`config.mk`:
```
export PLATFORM = sky130hd
export DESIGN_NAME = rtt_window_jitter_estimator_unit
export DESIGN_NICKNAME = d
export VERILOG_FILES = /design/src/rtl/core/rwje_pkg.sv /design/src/rtl/core/rwje_cell.sv /design/src/rtl/core/rwje_divider.sv /design/src/rtl/core/rtt_window_jitter_estimator_unit.sv
export SDC_FILE = /design/constraint.sdc
export NUM_CORES = 1
export LEC_CHECK = 0
export BUFFER_PORTS_ARGS = -buffer_cell sky130_fd_sc_hd__clkbuf_2
export CAP_MARGIN = 10
export CORE_UTILIZATION = 40
export DETAILED_ROUTE_END_ITERATION = 8
export PLACE_DENSITY = 0.57
export SLEW_MARGIN = 0
export SYNTH_ARGS = -nofsm -noshare
export SYNTH_HDL_FRONTEND = slang
export SYNTH_SLANG_ARGS = --single-unit
```
`constraint.sdc`:
```
create_clock -name clock -period 4.95 [get_ports clock]
set_input_delay 0.7425 -clock clock [delete_from_list [all_inputs] [get_ports clock]]
set_output_delay 0.7425 -clock clock [all_outputs]
set_load 0.02 [all_outputs]
```
`src/rtl/core/rwje_pkg.sv`:
```
// Shared constants and types for the RTT window jitter estimator.
package rwje_pkg;

   localparam int WINDOW        = 16;
   localparam int SAMPLE_W      = 16;
   localparam int COUNT_W       = 32;
   localparam int REPORT_PERIOD = 120 * 2;

   localparam int IDX_W  = (WINDOW > 2) ? $clog2(WINDOW) : 1;
   localparam int N_W    = $clog2(WINDOW + 1);
   localparam int SUM_W  = SAMPLE_W + $clog2(WINDOW);
   localparam int STEP_W = $clog2(SUM_W + 1);
   localparam int MOD_W  = $clog2(REPORT_PERIOD);

   typedef logic [SAMPLE_W-1:0] sample_type;

   typedef struct packed {
      logic              start;
      logic [SUM_W-1:0]  dividend;
      logic [N_W-1:0]    divisor;
   } div_req_type;

endpackage

```
`src/rtl/core/rwje_cell.sv`:
```
// One cell of the sample chain: holds one sample and passes it on when shifted.
module rwje_cell (
   input  logic                 clock,
   input  logic                 reset,
   input  logic                 shift_en,
   input  rwje_pkg::sample_type data_in,
   output rwje_pkg::sample_type data_out
);
   import rwje_pkg::*;

   sample_type data_ff;

   always_ff @(posedge clock) begin
      if (reset) begin
         data_ff <= '0;
      end else if (shift_en) begin
         data_ff <= data_in;
      end
   end

   assign data_out = data_ff;

endmodule

```
`src/rtl/core/rwje_divider.sv`:
```
// Restoring serial divider that yields one quotient bit per cycle.
module rwje_divider (
   input  logic                        clock,
   input  logic                        reset,
   input  rwje_pkg::div_req_type       div_req,
   output logic                        done,
   output logic [rwje_pkg::SUM_W-1:0]  quotient
);
   import rwje_pkg::*;

   logic [SUM_W-1:0]  quo_ff, quo_in;
   logic [N_W-1:0]    rem_ff, rem_in;
   logic [N_W-1:0]    div_ff;
   logic [STEP_W-1:0] step_ff, step_in;
   logic              run_ff, run_in;
   logic              done_ff, done_in;
   logic [N_W:0]      rem_sh;
   logic [N_W:0]      rem_sub;
   logic              ge;

   always_comb begin
      rem_sh  = {rem_ff, quo_ff[SUM_W-1]};
      rem_sub = rem_sh - {1'b0, div_ff};
      ge      = (rem_sh >= {1'b0, div_ff});
      quo_in  = quo_ff;
      rem_in  = rem_ff;
      step_in = step_ff;
      run_in  = run_ff;
      done_in = done_ff;
      if (div_req.start) begin
         quo_in  = div_req.dividend;
         rem_in  = '0;
         step_in = STEP_W'(SUM_W);
         run_in  = 1'b1;
         done_in = 1'b0;
      end else if (run_ff) begin
         quo_in  = {quo_ff[SUM_W-2:0], ge};
         rem_in  = ge ? rem_sub[N_W-1:0] : rem_sh[N_W-1:0];
         step_in = step_ff - STEP_W'(1);
         if (step_ff == STEP_W'(1)) begin
            run_in  = 1'b0;
            done_in = 1'b1;
         end
      end
   end

   always_ff @(posedge clock) begin
      if (reset) begin
         run_ff  <= 1'b0;
         done_ff <= 1'b0;
         step_ff <= '0;
      end else begin
         run_ff  <= run_in;
         done_ff <= done_in;
         step_ff <= step_in;
      end
   end

   always_ff @(posedge clock) begin
      quo_ff <= quo_in;
      rem_ff <= rem_in;
      if (div_req.start) begin
         div_ff <= div_req.divisor;
      end
   end

   assign done     = done_ff;
   assign quotient = quo_ff;

endmodule

```
`src/rtl/core/rtt_window_jitter_estimator_unit.sv`:
```
// Top level of the RTT window jitter estimator.
//
// The req channel takes one round-trip-time sample per beat; the rsp channel
// returns one beat per sample with the jitter (largest minus smallest nonzero
// sample in the window), the truncated mean of the nonzero samples, the
// wrapping sample count and the report flag.
// The window is a chain of WINDOW cells. A new sample shifts in at the head
// and drops the oldest one. The chain then rotates once around while the
// tail is folded into min, max, sum and count. A serial divider then forms
// the mean. A new beat is taken only once the unit is idle again, after the
// result has been loaded into the rsp register, so samples do not overlap.
// Reset clears the window to zeros, the count and all handshake state.
// The rsp outputs form a register; a new sample is taken while a result
// waits, and the next result holds in the divider until rsp_ready frees it.
module rtt_window_jitter_estimator_unit (
   input  logic                           clock,
   input  logic                           reset,
   input  logic                           req_valid,
   output logic                           req_ready,
   input  logic [15:0]                    req_rtt_sample,
   output logic                           rsp_valid,
   input  logic                           rsp_ready,
   output logic [15:0]                    rsp_jitter,
   output logic [15:0]                    rsp_average,
   output logic [31:0]                    rsp_sample_count,
   output logic                           rsp_report_due
);
   import rwje_pkg::*;

   localparam logic [1:0] ST_IDLE  = 2'd0;
   localparam logic [1:0] ST_SCAN  = 2'd1;
   localparam logic [1:0] ST_START = 2'd2;
   localparam logic [1:0] ST_DIV   = 2'd3;

   logic [1:0]         state_ff, state_in;
   logic [IDX_W-1:0]   idx_ff, idx_in;
   logic [COUNT_W-1:0] count_ff, count_in;
   logic [MOD_W-1:0]   mod_ff, mod_in;
   logic               report_ff, report_in;
   sample_type         hi_ff, hi_in, lo_ff, lo_in;
   logic [SUM_W-1:0]   sum_ff, sum_in;
   logic [N_W-1:0]     n_ff, n_in;
   logic               rsp_valid_ff, rsp_valid_in;
   logic [15:0]        jitter_ff, average_ff;
   logic [31:0]        rsp_count_ff;
   logic               rsp_report_ff;

   logic               accept;
   logic               load_rsp;
   logic               shift_en;
   sample_type         head_in;
   sample_type         chain [WINDOW];
   sample_type         tail;
   div_req_type        div_req;
   logic               div_done;
   logic [SUM_W-1:0]   quotient;

   assign accept   = req_valid && req_ready;
   assign tail     = chain[WINDOW-1];
   assign shift_en = accept || (state_ff == ST_SCAN);
   assign head_in  = accept ? req_rtt_sample : tail;

   rwje_cell u_cell_head (
      .clock    (clock),
      .reset    (reset),
      .shift_en (shift_en),
      .data_in  (head_in),
      .data_out (chain[0])
   );

   for (genvar gi = 1; gi < WINDOW; gi++) begin : g_cell
      rwje_cell u_cell (
         .clock    (clock),
         .reset    (reset),
         .shift_en (shift_en),
         .data_in  (chain[gi-1]),
         .data_out (chain[gi])
      );
   end

   assign div_req.start    = (state_ff == ST_START);
   assign div_req.dividend = sum_ff;
   assign div_req.divisor  = n_ff;

   rwje_divider u_divider (
      .clock    (clock),
      .reset    (reset),
      .div_req  (div_req),
      .done     (div_done),
      .quotient (quotient)
   );

   assign load_rsp = div_done && (!rsp_valid_ff || rsp_ready);

   always_comb begin
      state_in     = state_ff;
      idx_in       = idx_ff;
      count_in     = count_ff;
      mod_in       = mod_ff;
      report_in    = report_ff;
      hi_in        = hi_ff;
      lo_in        = lo_ff;
      sum_in       = sum_ff;
      n_in         = n_ff;
      rsp_valid_in = rsp_valid_ff;
      if (rsp_valid_ff && rsp_ready) begin
         rsp_valid_in = 1'b0;
      end
      unique case (state_ff)
         ST_IDLE: begin
            if (accept) begin
               count_in = count_ff + COUNT_W'(1);
               if (count_in == '0 || mod_ff == MOD_W'(REPORT_PERIOD - 1)) begin
                  mod_in = '0;
               end else begin
                  mod_in = mod_ff + MOD_W'(1);
               end
               report_in = (count_in == COUNT_W'(WINDOW)) || (mod_in == '0);
               hi_in     = '0;
               lo_in     = '0;
               sum_in    = '0;
               n_in      = '0;
               idx_in    = '0;
               state_in  = ST_SCAN;
            end
         end
         ST_SCAN: begin
            if (tail != '0) begin
               if (tail > hi_ff) begin
                  hi_in = tail;
               end
               if (lo_ff == '0 || tail < lo_ff) begin
                  lo_in = tail;
               end
               sum_in = sum_ff + SUM_W'(tail);
               n_in   = n_ff + N_W'(1);
            end
            if (idx_ff == IDX_W'(WINDOW - 1)) begin
               idx_in   = '0;
               state_in = ST_START;
            end else begin
               idx_in = idx_ff + IDX_W'(1);
            end
         end
         ST_START: begin
            state_in = ST_DIV;
         end
         ST_DIV: begin
            if (load_rsp) begin
               rsp_valid_in = 1'b1;
               state_in     = ST_IDLE;
            end
         end
         default: begin
            state_in = ST_IDLE;
         end
      endcase
   end

   always_ff @(posedge clock) begin
      if (reset) begin
         state_ff     <= ST_IDLE;
         idx_ff       <= '0;
         count_ff     <= '0;
         mod_ff       <= '0;
         rsp_valid_ff <= 1'b0;
      end else begin
         state_ff     <= state_in;
         idx_ff       <= idx_in;
         count_ff     <= count_in;
         mod_ff       <= mod_in;
         rsp_valid_ff <= rsp_valid_in;
      end
   end

   always_ff @(posedge clock) begin
      report_ff <= report_in;
      hi_ff     <= hi_in;
      lo_ff     <= lo_in;
      sum_ff    <= sum_in;
      n_ff      <= n_in;
      if (load_rsp && state_ff == ST_DIV) begin
         jitter_ff     <= hi_ff - lo_ff;
         average_ff    <= (n_ff == '0) ? 16'd0 : quotient[15:0];
         rsp_count_ff  <= count_ff;
         rsp_report_ff <= report_ff;
      end
   end

   assign req_ready        = (state_ff == ST_IDLE);
   assign rsp_valid        = rsp_valid_ff;
   assign rsp_jitter       = jitter_ff;
   assign rsp_average      = average_ff;
   assign rsp_sample_count = rsp_count_ff;
   assign rsp_report_due   = rsp_report_ff;

`ifndef SYNTHESIS
   a_busy_after_accept : assert property (@(posedge clock) disable iff (reset)
      accept |=> !req_ready)
      else $error("request taken while a sample is still in work");

   a_count_step : assert property (@(posedge clock) disable iff (reset)
      accept |=> count_ff == $past(count_ff) + COUNT_W'(1))
      else $error("sample count did not advance by one");

   a_scan_idle : assert property (@(posedge clock) disable iff (reset)
      state_ff == ST_IDLE |-> idx_ff == '0)
      else $error("scan index left nonzero outside a scan");

   a_avg_nonzero : assert property (@(posedge clock) disable iff (reset)
      rsp_valid && rsp_jitter != 16'd0 |-> rsp_average != 16'd0)
      else $error("zero average with a nonzero spread");
`endif

endmodule

```
==> results.yml <==
status:
  status: "finished clean"
cts:
  post_cts_buffers: 0
  cts_made_buffers: 49
  clock_latency_ns: 0.60
  ctsHtreeMaxLevel: 2
  cts_tree: "yes"
  clockRootBuffer: "clkbuf_16"
  clk_pin_slew_ns: 0.06
  cts_resized: 0
  clockBufferDepth: 3
  holdBufCountCts: 0
  clkSinkCount: 463
finish:
  design_area_mm2: 0.0223
  stdcell_count: 2845
  finish.utilization_pct: 46.2
  diodes: 0
  syn_to_final_growth_pct: 13.0
  layout-drive-gt1-share_pct: 9.64
  finalNetCount: 2253
floorplan:
  dieWidth_um: 224
  die-area_mm2: 0.0501
  rows: 80
  start_util_pct: 40.9
  fp.dieH_um: 224
  design.core.area_mm2: 0.0481
  ioPinCount: 87
drt:
  vias: 14200
  drt-initial-drc-count: 1019
  drc_errors: 0
  drtPass1Iterations: 5
  totalWireLength_mm: 41.3
  drtAntennaViolNets: 0
  routed_via_density: 5.00
  wl_per_cell_um: 14.5
logic_synthesis:
  synth_top_flop_cell: "dfxtp_1"
  yosysWarnings: 0
  synth_top_area_cell: "dfxtp_1"
  yosysMostFrequentCell: "nand2_1"
  synth_seq_cells: 463
  synth_cell_type_count: 69
  synth_top_area_share_pct: 32.0
  synthTopCellsByCount: "539 x nand2_1, 315 x dfxtp_1, 299 x a21oi_1"
  ys_async_sr_fraction_pct: 0
  avgSynthCellArea_um2: 9.29
  netlist_area_mm2: 0.0197
  synth_cells: 2120
  synth-edff-count: 148
  synthTopCellsByArea: "dfxtp_1 32%, edfxtp_1 23%, nand2_1 10%"
  syn-num-nets: 2221
  yosysSeqAreaShare_pct: 54.6
placement:
  portBuffers: 86
  place_area_mm2: 0.0207
  gp_congestion: 0.865
  detailed_place_hpwl_mm: 26.3
  place_inst: 2757
critical_path:
  arrival_ns: 3.82
  reg2reg_from: "g_cell[15].u_cell.data_out[1]"
  crit_slowest_cell: "a2111oi_1"
  cpPeakStageDelay_ns: 0.70
  worstPathMaxFanout: 6
  setup.worst_path.start: "g_cell[15].u_cell.data_out[1]"
  critical_path_class: "register to register"
  end_kind: "register"
  startpoint_type: "register"
  r2r_cells: 10
  path_cells: "ha_1 -> a211o_1 -> a21oi_1 -> o21ai_0 -> a2111oi_1 -> o21ai_0 -> and2_1 -> o21a_1 -> mux2i_1 -> o21a_1"
  cp.required_ns: 5.30
sta:
  worst_slew_pin_slew_ns: 0.950
  finalHoldViolCount: 0
  period_share_pct: 70.3
  skew_ns: 0.0170
  slew_headroom_pct: 36.7
  setup_viol: 0
  fin_crit_ns: 3.48
  rsz0062_at_grt: "false"
  tns_ns: 0
  fmax_mhz: 288
  slew_violations: 0
power_and_ir_drop:
  p_total_mw: 11.8
  power_per_cell_area_mw_per_mm2: 531
  worst_ir_drop_vdd_v: 0.000498
  p_leak_nw: 7.85
worst_hold_path:
  hold_path_class: "input pin to register"
  whs_path_depth: 3
  hold_start: "req_rtt_sample[8]"
global_route:
  grt_max_degree: 220
  grt_pass1_vias: 13400
  grt_remaining_overflow: 0
  track_usage_pct: 16.6
  antenna_found_initial: 0
  grt_first_pass_wirelength_mm: 68.6
job:
  cap_violations: 0
layout by cell type, fill, tap and decap left out, drive strengths merged, types with 10 or more instances in the layout:
cell type  synthesis  routed
nor2b             27      27
a21oi            299     299
a211oi            23      23
edfxtp           148     148
inv               61      63
o21a              14      14
mux2              19      19
o21ai             41      41
or3               12      12
nand2b            10      10
a21o              12      12
nand3             33      33
a31oi             13      13
xnor2             40      40
nor2             105     105
nand4             19      19
nor4              17      17
and3              11      11
ha                78      78
xor2              30      30
nand2            539     539
dfxtp            315     315
nor3              32      32
buf               17      13
mux2i             10      10
clkbuf           100     162
and2              24      24
power breakdown:
part           leakage, nW  internal [mW]  switching [mW]
Clock                0.774           2.05            1.50
Sequential            3.88           4.68           0.360
Combinational         3.19           1.11            2.12
path summary, 6_finish.rpt:
path | end | slack, ns
max | sum_ff[19] | 1.47
min | u_cell_head.data_out[8] | 0.41
max reg2reg | sum_ff[19] | 1.47
min reg2reg | g_cell[10].u_cell.data_out[15] | 0.44
worst max-delay path, delay by kind of cell, from the launching register on:
family	cells	cell delay, ns
AO/OA/AOI/OAI	7	2.14
flip-flops	1	0.44
adder cells (fa/ha/maj)	1	0.29
AND/OR/NAND/NOR	1	0.23
multiplexers	1	0.14
per-stage QoR:
step | setup slack (ns) | hold WS [ns]
after detailed placement | 1.51 | 0.444
after global placement | 1.63 | 0.440
after global routing | 1.25 | 0.406
final | 1.47 | 0.413
after floorplan | 1.19 | 0.400
after CTS | 1.51 | 0.369
registers in the layout (all words and copies together) (netlist names):
name                    cells
hi_ff                      16
u_divider.quotient         20
report_ff                   1
count_ff                   32
u_divider.div_ff            5
mod_ff                      8
u_divider.run_ff            1
idx_ff                      4
u_divider.done              1
rsp_average                16
rsp_valid                   1
rsp_report_due              1
g_cell.u_cell.data_out    240
rsp_sample_count           32
sum_ff                     20
lo_ff                      16
u_divider.step_ff           5
n_ff                        5
u_divider.rem_ff            5
rsp_jitter                 16
state_ff                    2
u_cell_head.data_out       16
layer usage:
metal  global-route usage [%]  wire (um)  vias to the layer above
li1                         -          -                     7336
met1                     23.9      20500                     6656
met2                     25.2      18400                      190
met3                     2.45       1510                       56
met4                     5.48        886                        0
met5                        0          0                        -
kinds of logic (layout without fill, tap and decap cells):
logic type      Yosys count  in the layout  share of synthesized area, %
compound gates          440            440                          12.6
buf+inv                 179            248                          3.50
fa+ha+maj                81             81                          5.26
simple gates            858            858                          19.4
flops                   463            463                          54.6
xor+xnor                 70             70                          3.11
mux                      29             29                          1.59
area by class of cell:
cell class,count,area [um^2]
clock buffer,77,1470
clock inverter,11,113
fill,4551,25900
inverter,62,233
multi-input combinational,1478,8290
sequential,463,10800
tap,656,821
timing repair buffer,98,581
(Power assumes the default switching activity.)
